$ cat config.mk
export PLATFORM = sky130hd
export DESIGN_NAME = chunked_bump_allocator_flat
export DESIGN_NICKNAME = d
export VERILOG_FILES = /design/src/rtl/cba_pkg.sv /design/src/rtl/cba_req_if.sv /design/src/rtl/cba_rsp_if.sv /design/src/rtl/cba_cell.sv /design/src/rtl/chunked_bump_allocator.sv /design/src/flat_wrapper.sv
export SDC_FILE = /design/constraint.sdc
export NUM_CORES = 1
export LEC_CHECK = 0
export BUFFER_PORTS_ARGS = -buffer_cell sky130_fd_sc_hd__buf_2
export CAP_MARGIN = 15
export CORE_ASPECT_RATIO = 0.5
export CORE_MARGIN = 4
export CORE_UTILIZATION = 58
export DETAILED_ROUTE_END_ITERATION = 12
export PLACE_DENSITY = 0.75
export SETUP_SLACK_MARGIN = 0.15
export SYNTH_ARGS = -nofsm -noshare
export SYNTH_HDL_FRONTEND = slang
export SYNTH_SLANG_ARGS = --single-unit
$ cat constraint.sdc
create_clock -name clk -period 4.25 [get_ports clk]
set_input_delay 0.2125 -clock clk [delete_from_list [all_inputs] [get_ports clk]]
set_output_delay 0.2125 -clock clk [all_outputs]
set_load 0.1 [all_outputs]
$ cat src/rtl/cba_pkg.sv
`default_nettype none

package cba_pkg;

	localparam int unsigned FUNC_W     = 2;
	localparam int unsigned REQ_W      = 13;
	localparam int unsigned STATUS_W   = 2;
	localparam int unsigned IDX_W      = 4;
	localparam int unsigned OFF_W      = 12;
	localparam int unsigned CFG_W      = 5;
	localparam int unsigned CFG_RESET  = 16;
	localparam int unsigned ALIGN_UNIT = 16;

	typedef enum logic [FUNC_W-1:0] {
		FUNC_ALLOC   = 2'd0,
		FUNC_CREATE  = 2'd1,
		FUNC_RELEASE = 2'd2
	} func_t;

	typedef enum logic [STATUS_W-1:0] {
		STAT_DONE    = 2'd0,
		STAT_INVALID = 2'd1,
		STAT_NO_ROOM = 2'd2,
		STAT_NOP     = 2'd3
	} status_t;

	typedef enum logic [0:0] {
		ST_IDLE = 1'b0,
		ST_SCAN = 1'b1
	} state_t;

	// search token handed from cell to cell
	typedef struct packed {
		logic              busy;
		logic              found;
		logic [REQ_W-1:0]  size;
		logic [IDX_W-1:0]  idx;
		logic [OFF_W-1:0]  off;
	} token_t;

endpackage

`default_nettype wire

$ cat src/rtl/cba_req_if.sv
`default_nettype none

interface cba_req_if;
	import cba_pkg::*;

	logic              valid;
	logic              ready;
	logic [FUNC_W-1:0] func;
	logic [REQ_W-1:0]  req_bytes;

	modport source(output valid, func, req_bytes, input ready);
	modport sink(input valid, func, req_bytes, output ready);
endinterface

`default_nettype wire

$ cat src/rtl/cba_rsp_if.sv
`default_nettype none

interface cba_rsp_if;
	import cba_pkg::*;

	logic                valid;
	logic                ready;
	logic [STATUS_W-1:0] status;
	logic [IDX_W-1:0]    chunk_index;
	logic [OFF_W-1:0]    byte_offset;

	modport source(output valid, status, chunk_index, byte_offset, input ready);
	modport sink(input valid, status, chunk_index, byte_offset, output ready);
endinterface

`default_nettype wire

$ cat src/rtl/cba_cell.sv
`default_nettype none

module cba_cell #(
	parameter int unsigned CELL_IDX    = 0,
	parameter int unsigned NUM_CHUNKS  = 16,
	parameter int unsigned CHUNK_BYTES = 4096
) (
	input  wire logic                              clk,
	input  wire logic                              arst_n,
	input  wire logic                              clr,
	input  wire logic [$clog2(NUM_CHUNKS+1)-1:0]   count,
	input  wire cba_pkg::token_t                   tok_in,
	output cba_pkg::token_t                        tok_out
);
	import cba_pkg::*;

	localparam int unsigned FILL_W = $clog2(CHUNK_BYTES + ALIGN_UNIT);
	localparam int unsigned SUM_W  = ((FILL_W > REQ_W) ? FILL_W : REQ_W) + 1;

	logic [FILL_W-1:0] fill_q;
	token_t            tok_q;
	logic [SUM_W-1:0]  sum;
	logic [SUM_W-1:0]  rounded;
	logic              active;
	logic              claim;
	token_t            tok_d;

	always_comb begin
		sum     = SUM_W'(fill_q) + SUM_W'(tok_in.size);
		rounded = (sum + SUM_W'(ALIGN_UNIT - 1)) & ~SUM_W'(ALIGN_UNIT - 1);
		active  = 32'(count) > CELL_IDX;
		claim   = tok_in.busy && !tok_in.found && active && (sum <= SUM_W'(CHUNK_BYTES));
		tok_d   = tok_in;
		if (claim) begin
			tok_d.found = 1'b1;
			tok_d.idx   = IDX_W'(CELL_IDX);
			tok_d.off   = OFF_W'(fill_q);
		end
	end

	always_ff @(posedge clk or negedge arst_n) begin
		if (!arst_n) begin
			fill_q <= '0;
		end else if (clr) begin
			fill_q <= '0;
		end else if (claim) begin
			fill_q <= FILL_W'(rounded);
		end
	end

	always_ff @(posedge clk or negedge arst_n) begin
		if (!arst_n) begin
			tok_q <= '0;
		end else begin
			tok_q <= tok_d;
		end
	end

	assign tok_out = tok_q;

endmodule

`default_nettype wire

$ cat src/rtl/chunked_bump_allocator.sv
`default_nettype none

// Bump allocator over NUM_CHUNKS chunks of CHUNK_BYTES bytes. Each chunk's fill
// offset lives in its own cell; an allocate sends a search token down the row of
// cells, one cell per cycle, and the first active chunk with room claims it and
// advances its fill by the size rounded up to 16 bytes. An allocate that starts
// a search returns its result once the token has walked through the whole
// cell row; create, release and rejected requests return in the next cycle.
// One request is worked on at a time, but a new one is taken while the
// previous result is being handed off. chunk_count (written on cfg_we)
// selects how many chunks take part and saturates at NUM_CHUNKS.
module chunked_bump_allocator #(
	parameter int unsigned NUM_CHUNKS  = 16,
	parameter int unsigned CHUNK_BYTES = 4096
) (
	input  wire logic                         clk,
	input  wire logic                         arst_n,
	cba_req_if.sink                           req,
	cba_rsp_if.source                         rsp,
	input  wire logic                         cfg_we,
	input  wire logic [cba_pkg::CFG_W-1:0]    cfg_wdata
);
	import cba_pkg::*;

	localparam int unsigned CNT_W = $clog2(NUM_CHUNKS + 1);

	logic [CFG_W-1:0]    cnt_q;
	logic [CNT_W-1:0]    count_sat;
	logic                pool_q;
	state_t              state_q;
	state_t              state_d;
	logic                in_ready;
	logic                accept;
	logic                size_ok;
	logic                scan_start;
	logic                clr;
	status_t             imm_status;
	logic                pool_d;

	logic                res_valid_q;
	status_t             res_status_q;
	logic [IDX_W-1:0]    res_idx_q;
	logic [OFF_W-1:0]    res_off_q;

	token_t              tok [NUM_CHUNKS+1];
	logic [NUM_CHUNKS-1:0] busy_vec;
	logic                scan_done;

	// configuration
	always_ff @(posedge clk or negedge arst_n) begin
		if (!arst_n) begin
			cnt_q <= CFG_W'(CFG_RESET);
		end else if (cfg_we) begin
			cnt_q <= cfg_wdata;
		end
	end

	assign count_sat = (32'(cnt_q) > NUM_CHUNKS) ? CNT_W'(NUM_CHUNKS) : CNT_W'(cnt_q);

	// request decode
	assign accept  = req.valid && in_ready;
	assign size_ok = (req.req_bytes != '0) && (32'(req.req_bytes) <= CHUNK_BYTES);

	always_comb begin
		scan_start = 1'b0;
		clr        = 1'b0;
		pool_d     = pool_q;
		imm_status = STAT_INVALID;
		unique case (req.func)
			FUNC_ALLOC: begin
				scan_start = accept && pool_q && size_ok;
			end
			FUNC_CREATE: begin
				imm_status = pool_q ? STAT_NOP : STAT_DONE;
				clr        = accept && !pool_q;
				pool_d     = 1'b1;
			end
			FUNC_RELEASE: begin
				imm_status = pool_q ? STAT_DONE : STAT_NOP;
				clr        = accept && pool_q;
				pool_d     = 1'b0;
			end
			default: begin
				imm_status = STAT_INVALID;
			end
		endcase
	end

	always_ff @(posedge clk or negedge arst_n) begin
		if (!arst_n) begin
			pool_q <= 1'b0;
		end else if (accept) begin
			pool_q <= pool_d;
		end
	end

	// state machine
	always_comb begin
		state_d = state_q;
		unique case (state_q)
			ST_IDLE: if (scan_start) state_d = ST_SCAN;
			ST_SCAN: if (scan_done) state_d = ST_IDLE;
			default: state_d = ST_IDLE;
		endcase
	end

	always_comb begin
		unique case (state_q)
			ST_IDLE: in_ready = !res_valid_q || rsp.ready;
			ST_SCAN: in_ready = 1'b0;
			default: in_ready = 1'b0;
		endcase
	end

	always_ff @(posedge clk or negedge arst_n) begin
		if (!arst_n) begin
			state_q <= ST_IDLE;
		end else begin
			state_q <= state_d;
		end
	end

	assign req.ready = in_ready;

	// cell row
	always_comb begin
		tok[0].busy  = scan_start;
		tok[0].found = 1'b0;
		tok[0].size  = req.req_bytes;
		tok[0].idx   = '0;
		tok[0].off   = '0;
	end

	for (genvar i = 0; i < NUM_CHUNKS; i++) begin : g_cell
		cba_cell #(
			.CELL_IDX    (i),
			.NUM_CHUNKS  (NUM_CHUNKS),
			.CHUNK_BYTES (CHUNK_BYTES)
		) u_cell (
			.clk     (clk),
			.arst_n  (arst_n),
			.clr     (clr),
			.count   (count_sat),
			.tok_in  (tok[i]),
			.tok_out (tok[i+1])
		);
		assign busy_vec[i] = tok[i+1].busy;
	end

	assign scan_done = tok[NUM_CHUNKS].busy;

	// result register
	always_ff @(posedge clk or negedge arst_n) begin
		if (!arst_n) begin
			res_valid_q <= 1'b0;
		end else if (scan_done || (accept && !scan_start)) begin
			res_valid_q <= 1'b1;
		end else if (rsp.ready) begin
			res_valid_q <= 1'b0;
		end
	end

	always_ff @(posedge clk) begin
		if (scan_done) begin
			res_status_q <= tok[NUM_CHUNKS].found ? STAT_DONE : STAT_NO_ROOM;
			res_idx_q    <= tok[NUM_CHUNKS].idx;
			res_off_q    <= tok[NUM_CHUNKS].off;
		end else if (accept && !scan_start) begin
			res_status_q <= imm_status;
			res_idx_q    <= '0;
			res_off_q    <= '0;
		end
	end

	assign rsp.valid       = res_valid_q;
	assign rsp.status      = res_status_q;
	assign rsp.chunk_index = res_idx_q;
	assign rsp.byte_offset = res_off_q;

`ifndef SYNTH
	// at most one search token in the row
	a_one_token: assert property (@(posedge clk) disable iff (!arst_n)
		$onehot0(busy_vec))
		else $error("more than one search token in flight");

	// no token in the row while idle
	a_idle_empty: assert property (@(posedge clk) disable iff (!arst_n)
		(state_q == ST_IDLE) |-> (busy_vec == '0))
		else $error("search token present while idle");

	// a finished search never finds the result register occupied
	a_res_free: assert property (@(posedge clk) disable iff (!arst_n)
		scan_done |-> !res_valid_q)
		else $error("search result would overwrite pending result");

	// returned offsets are 16 byte aligned
	a_aligned: assert property (@(posedge clk) disable iff (!arst_n)
		res_valid_q |-> (res_off_q[3:0] == 4'd0))
		else $error("unaligned byte offset");
`endif

endmodule

`default_nettype wire

$ cat src/flat_wrapper.sv
// flat-port wrapper written by rule: the top's interface ports become plain ports
module chunked_bump_allocator_flat import cba_pkg::*;
#(
	parameter int unsigned NUM_CHUNKS  = 16,
	parameter int unsigned CHUNK_BYTES = 4096
)
  (clk, arst_n, cfg_we, cfg_wdata, req_valid, req_func, req_req_bytes, req_ready, rsp_valid, rsp_status, rsp_chunk_index, rsp_byte_offset, rsp_ready);
  cba_req_if req_i ();
  cba_rsp_if rsp_i ();
  input  wire logic clk;
  input  wire logic arst_n;
  input  wire logic cfg_we;
  input  wire logic [cba_pkg::CFG_W-1:0] cfg_wdata;
  input wire logic [$bits(req_i.valid)-1:0] req_valid;
  input wire logic [$bits(req_i.func)-1:0] req_func;
  input wire logic [$bits(req_i.req_bytes)-1:0] req_req_bytes;
  output wire logic [$bits(req_i.ready)-1:0] req_ready;
  output wire logic [$bits(rsp_i.valid)-1:0] rsp_valid;
  output wire logic [$bits(rsp_i.status)-1:0] rsp_status;
  output wire logic [$bits(rsp_i.chunk_index)-1:0] rsp_chunk_index;
  output wire logic [$bits(rsp_i.byte_offset)-1:0] rsp_byte_offset;
  input wire logic [$bits(rsp_i.ready)-1:0] rsp_ready;
  assign req_i.valid = req_valid;
  assign req_i.func = req_func;
  assign req_i.req_bytes = req_req_bytes;
  assign req_ready = req_i.ready;
  assign rsp_valid = rsp_i.valid;
  assign rsp_status = rsp_i.status;
  assign rsp_chunk_index = rsp_i.chunk_index;
  assign rsp_byte_offset = rsp_i.byte_offset;
  assign rsp_i.ready = rsp_ready;
  chunked_bump_allocator #(.NUM_CHUNKS(NUM_CHUNKS), .CHUNK_BYTES(CHUNK_BYTES)) u_core (.clk(clk), .arst_n(arst_n), .req(req_i), .rsp(rsp_i), .cfg_we(cfg_we), .cfg_wdata(cfg_wdata));
endmodule
==> reports/results.tsv <==
metric	value	unit
Port Buf Inserts	40	
ant diodes	0	
TritonCTS clock tree	built	
DRT Pass-1 Iters	5	
period utilization	87.54	%
RSZ-0062 raised after global routing	false	
Seq cells post-synth	570	
total CTS buffers	49	
number of flops mapped to enable cells by yosys	14	
CTS hold repair buffers	27	
post-CTS resize count	0	
Root Driver	clkbuf_16	
setup bufs post-CTS	0	
Final setup viols	0	
top_reg_cell synth	dfrtp_1	
die width	319.8	um
Row Count	56	
final net count	2763	
gr usage total	23.97	%
antenna violations before repair	0	
critical path data arrival time	4.18	ns
clk buf depth	3	
pwr dens	367.9	nW/um^2
drt first-iter violations	1424	
startpoint types	flip-flop	
number of global-route vias before repair	20447	
via count	19457	
Worst Clk Skew	0.01407	ns
worst slew pin tran	0.9412	ns
area of the mapped netlist	28200	um^2
HP Class	input port to flip-flop	
area delta synth->final	10.35	%
GP Congestion	0.8846	
# IOs	45	
Yosys top cell area share	49.25	%
Peak VDD IR	289.9	uV
fmax	268.8	MHz
Critical Path Fanout Max	10	
status	finished, final reports clean	
ANT nets after route	0	
Clk Latency, worst-skew pair	0.57	ns
clk slew on worst S/H paths	0.07	ns
DPL Wire Length	44290	um
max-cap violations	0	
Power, Total	11.45	mW
top cell type by total area after synthesis	dfrtp_1	
largest net degree at the start of global routing	114	
DR WL/cell	18.72	um
Congestion Overflow GR	0	
vias per cell	5.981	
Layout fillers	3573	
Cell variety after synth	80	
Core Area	47440	um^2
TNS Setup	0	ns
crit end category	flip-flop	
final wirelength	60910	um
LEAKAGE	15.08	nW
cell with the most instances after synthesis	dfrtp_1	
CP required	4.71	ns
top cells by area, synth	dfrtp_1 49%, ha_1 6.5%, mux2_2 4.8%	
Syn Area/Cell	11.29	um^2
sequential area share after synthesis	50.83	%
Slew HR	36.57	%
most frequent cells after synthesis	555 x dfrtp_1, 190 x nand2_1, 149 x nor2_1	
Final Max Tran Viols	0	
starting density of the core	59.45	%
final hold viol count	0	
first-pass GRT wire length	103200	um
share of cells above drive strength 1	13.77	%
critical path type	flip-flop to flip-flop	
die height	163.9	um
minimum clock period	3.721	ns
clock sinks	570	
Post-synth ARST share	97.54	%
DRC viols	0	
yosys warns	0	
post-synthesis instance total	2498	
htree depth	2	
die area	52430	um^2
sequential cells by signal, indices dropped and copies added (netlist names):
signal                        flops
u_core.pool_q                     1
u_core.state_q                    1
u_core.g_cell.u_cell.fill_q     144
u_core.cnt_q                      5
u_core.rsp.chunk_index            4
u_core.rsp.valid                  1
u_core.g_cell.u_cell.tok_out    404
u_core.rsp.byte_offset            8
u_core.rsp.status                 2
layout by cell type, fill, tap and decap left out, types with 18 or more instances in the layout:
cell type,netlist,final
dfrtp_1,555,555
nand2_1,190,189
nor2_1,149,149
ha_1,147,147
mux2_2,119,119
o21ai_0,108,108
a21oi_1,95,95
xnor2_1,82,82
mux2i_1,81,81
a211oi_1,77,77
nand3_1,68,68
nor3_1,66,66
xor2_1,55,55
clkbuf_16,0,51
a21o_1,48,48
inv_1,44,44
o21a_1,44,44
and2_1,41,40
or2_2,40,40
buf_2,8,39
nand2b_1,33,33
dlygate4sd3_1,0,27
or3_1,25,25
or4_1,23,23
o31ai_1,22,22
o211ai_1,19,19
o211a_1,19,19
buf_4,6,19
nor4_1,18,18
routing by layer:
layer | track usage (%) | vias up | share of wire (%)
met3 | 3.472 | 130 | 4.1
li1 | - | 9321 | -
met1 | 31.01 | 9588 | 44
met5 | 0 | - | 0
met4 | 8.347 | 0 | 3.1
met2 | 41.87 | 418 | 49
logic make-up after synthesis:
kind of cell | after synthesis | share of synthesized area [%]
compound gates | 580 | 14.65
xor+xnor | 137 | 4.255
fa+ha+maj | 163 | 7.658
buf+inv | 115 | 1.779
flops | 570 | 50.83
mux | 205 | 7.826
other cells | 1 | 0.01330
simple gates | 727 | 12.99
worst max-delay path, stage by stage, from the launching register on:
cell      delay (ns)
dfrtp_1         0.40
ha_1            0.24
fa_1            0.43
a211oi_1        0.38
o21ba_2         0.21
nor2_1          0.06
or3_1           0.35
o41a_1          0.57
nor3_4          0.56
mux2_2          0.40
per-stage QoR:
step	setup WS, ns	cells	hold WS [ns]	area (um^2)	utilization [%]
global route	0.3143	3253	0.02168	31120	65.60
floorplan	0.4286	2501	-0.08309	28210	-
CTS	0.5338	3253	0.002102	31120	65.60
detailed placement	0.5652	3135	0.3415	29150	61.44
finish	0.5294	3253	0.02997	31120	65.60
global placement	0.6080	3135	0.3369	29150	61.44
power breakdown:
part           leakage [nW]  internal (mW)  switching [mW]
Combinational          7.06          0.411           0.672
Clock                 0.841           2.69            2.02
Sequential             7.18           5.56           0.102
Total                  15.1           8.65            2.80
path summary, 6_finish.rpt:
check / startpoint / endpoint / slack (ns) / cells past startpoint
setup reg to reg: u_core.g_cell[10].u_cell.fill_q[4] / u_core.g_cell[10].u_cell.tok_out[6] / 0.53 / 9
max in group asynchronous: arst_n / u_core.g_cell[1].u_cell.fill_q[4] / 2.88 / 3
hold / removal: req_func[1] / u_core.pool_q / 0.03 / 3
hold reg to reg: u_core.g_cell[7].u_cell.tok_out[18] / u_core.g_cell[8].u_cell.tok_out[18] / 0.36 / 0
min in group asynchronous: arst_n / u_core.g_cell[14].u_cell.tok_out[4] / 0.29 / 2
setup / recovery: u_core.g_cell[10].u_cell.fill_q[4] / u_core.g_cell[10].u_cell.tok_out[6] / 0.53 / 9
layout make-up:
cell class	instances	area (um^2)	area share, %
Sequential cell	570	14340	46.07
Multi-Input combinational cell	1816	13380	43.01
Clock buffer	68	1440	4.628
Tap cell	638	798.3	2.565
Timing Repair Buffer	91	723.2	2.324
Clock inverter	23	261.5	0.8403
Inverter	47	176.4	0.5669
(Power assumes the default switching activity.)
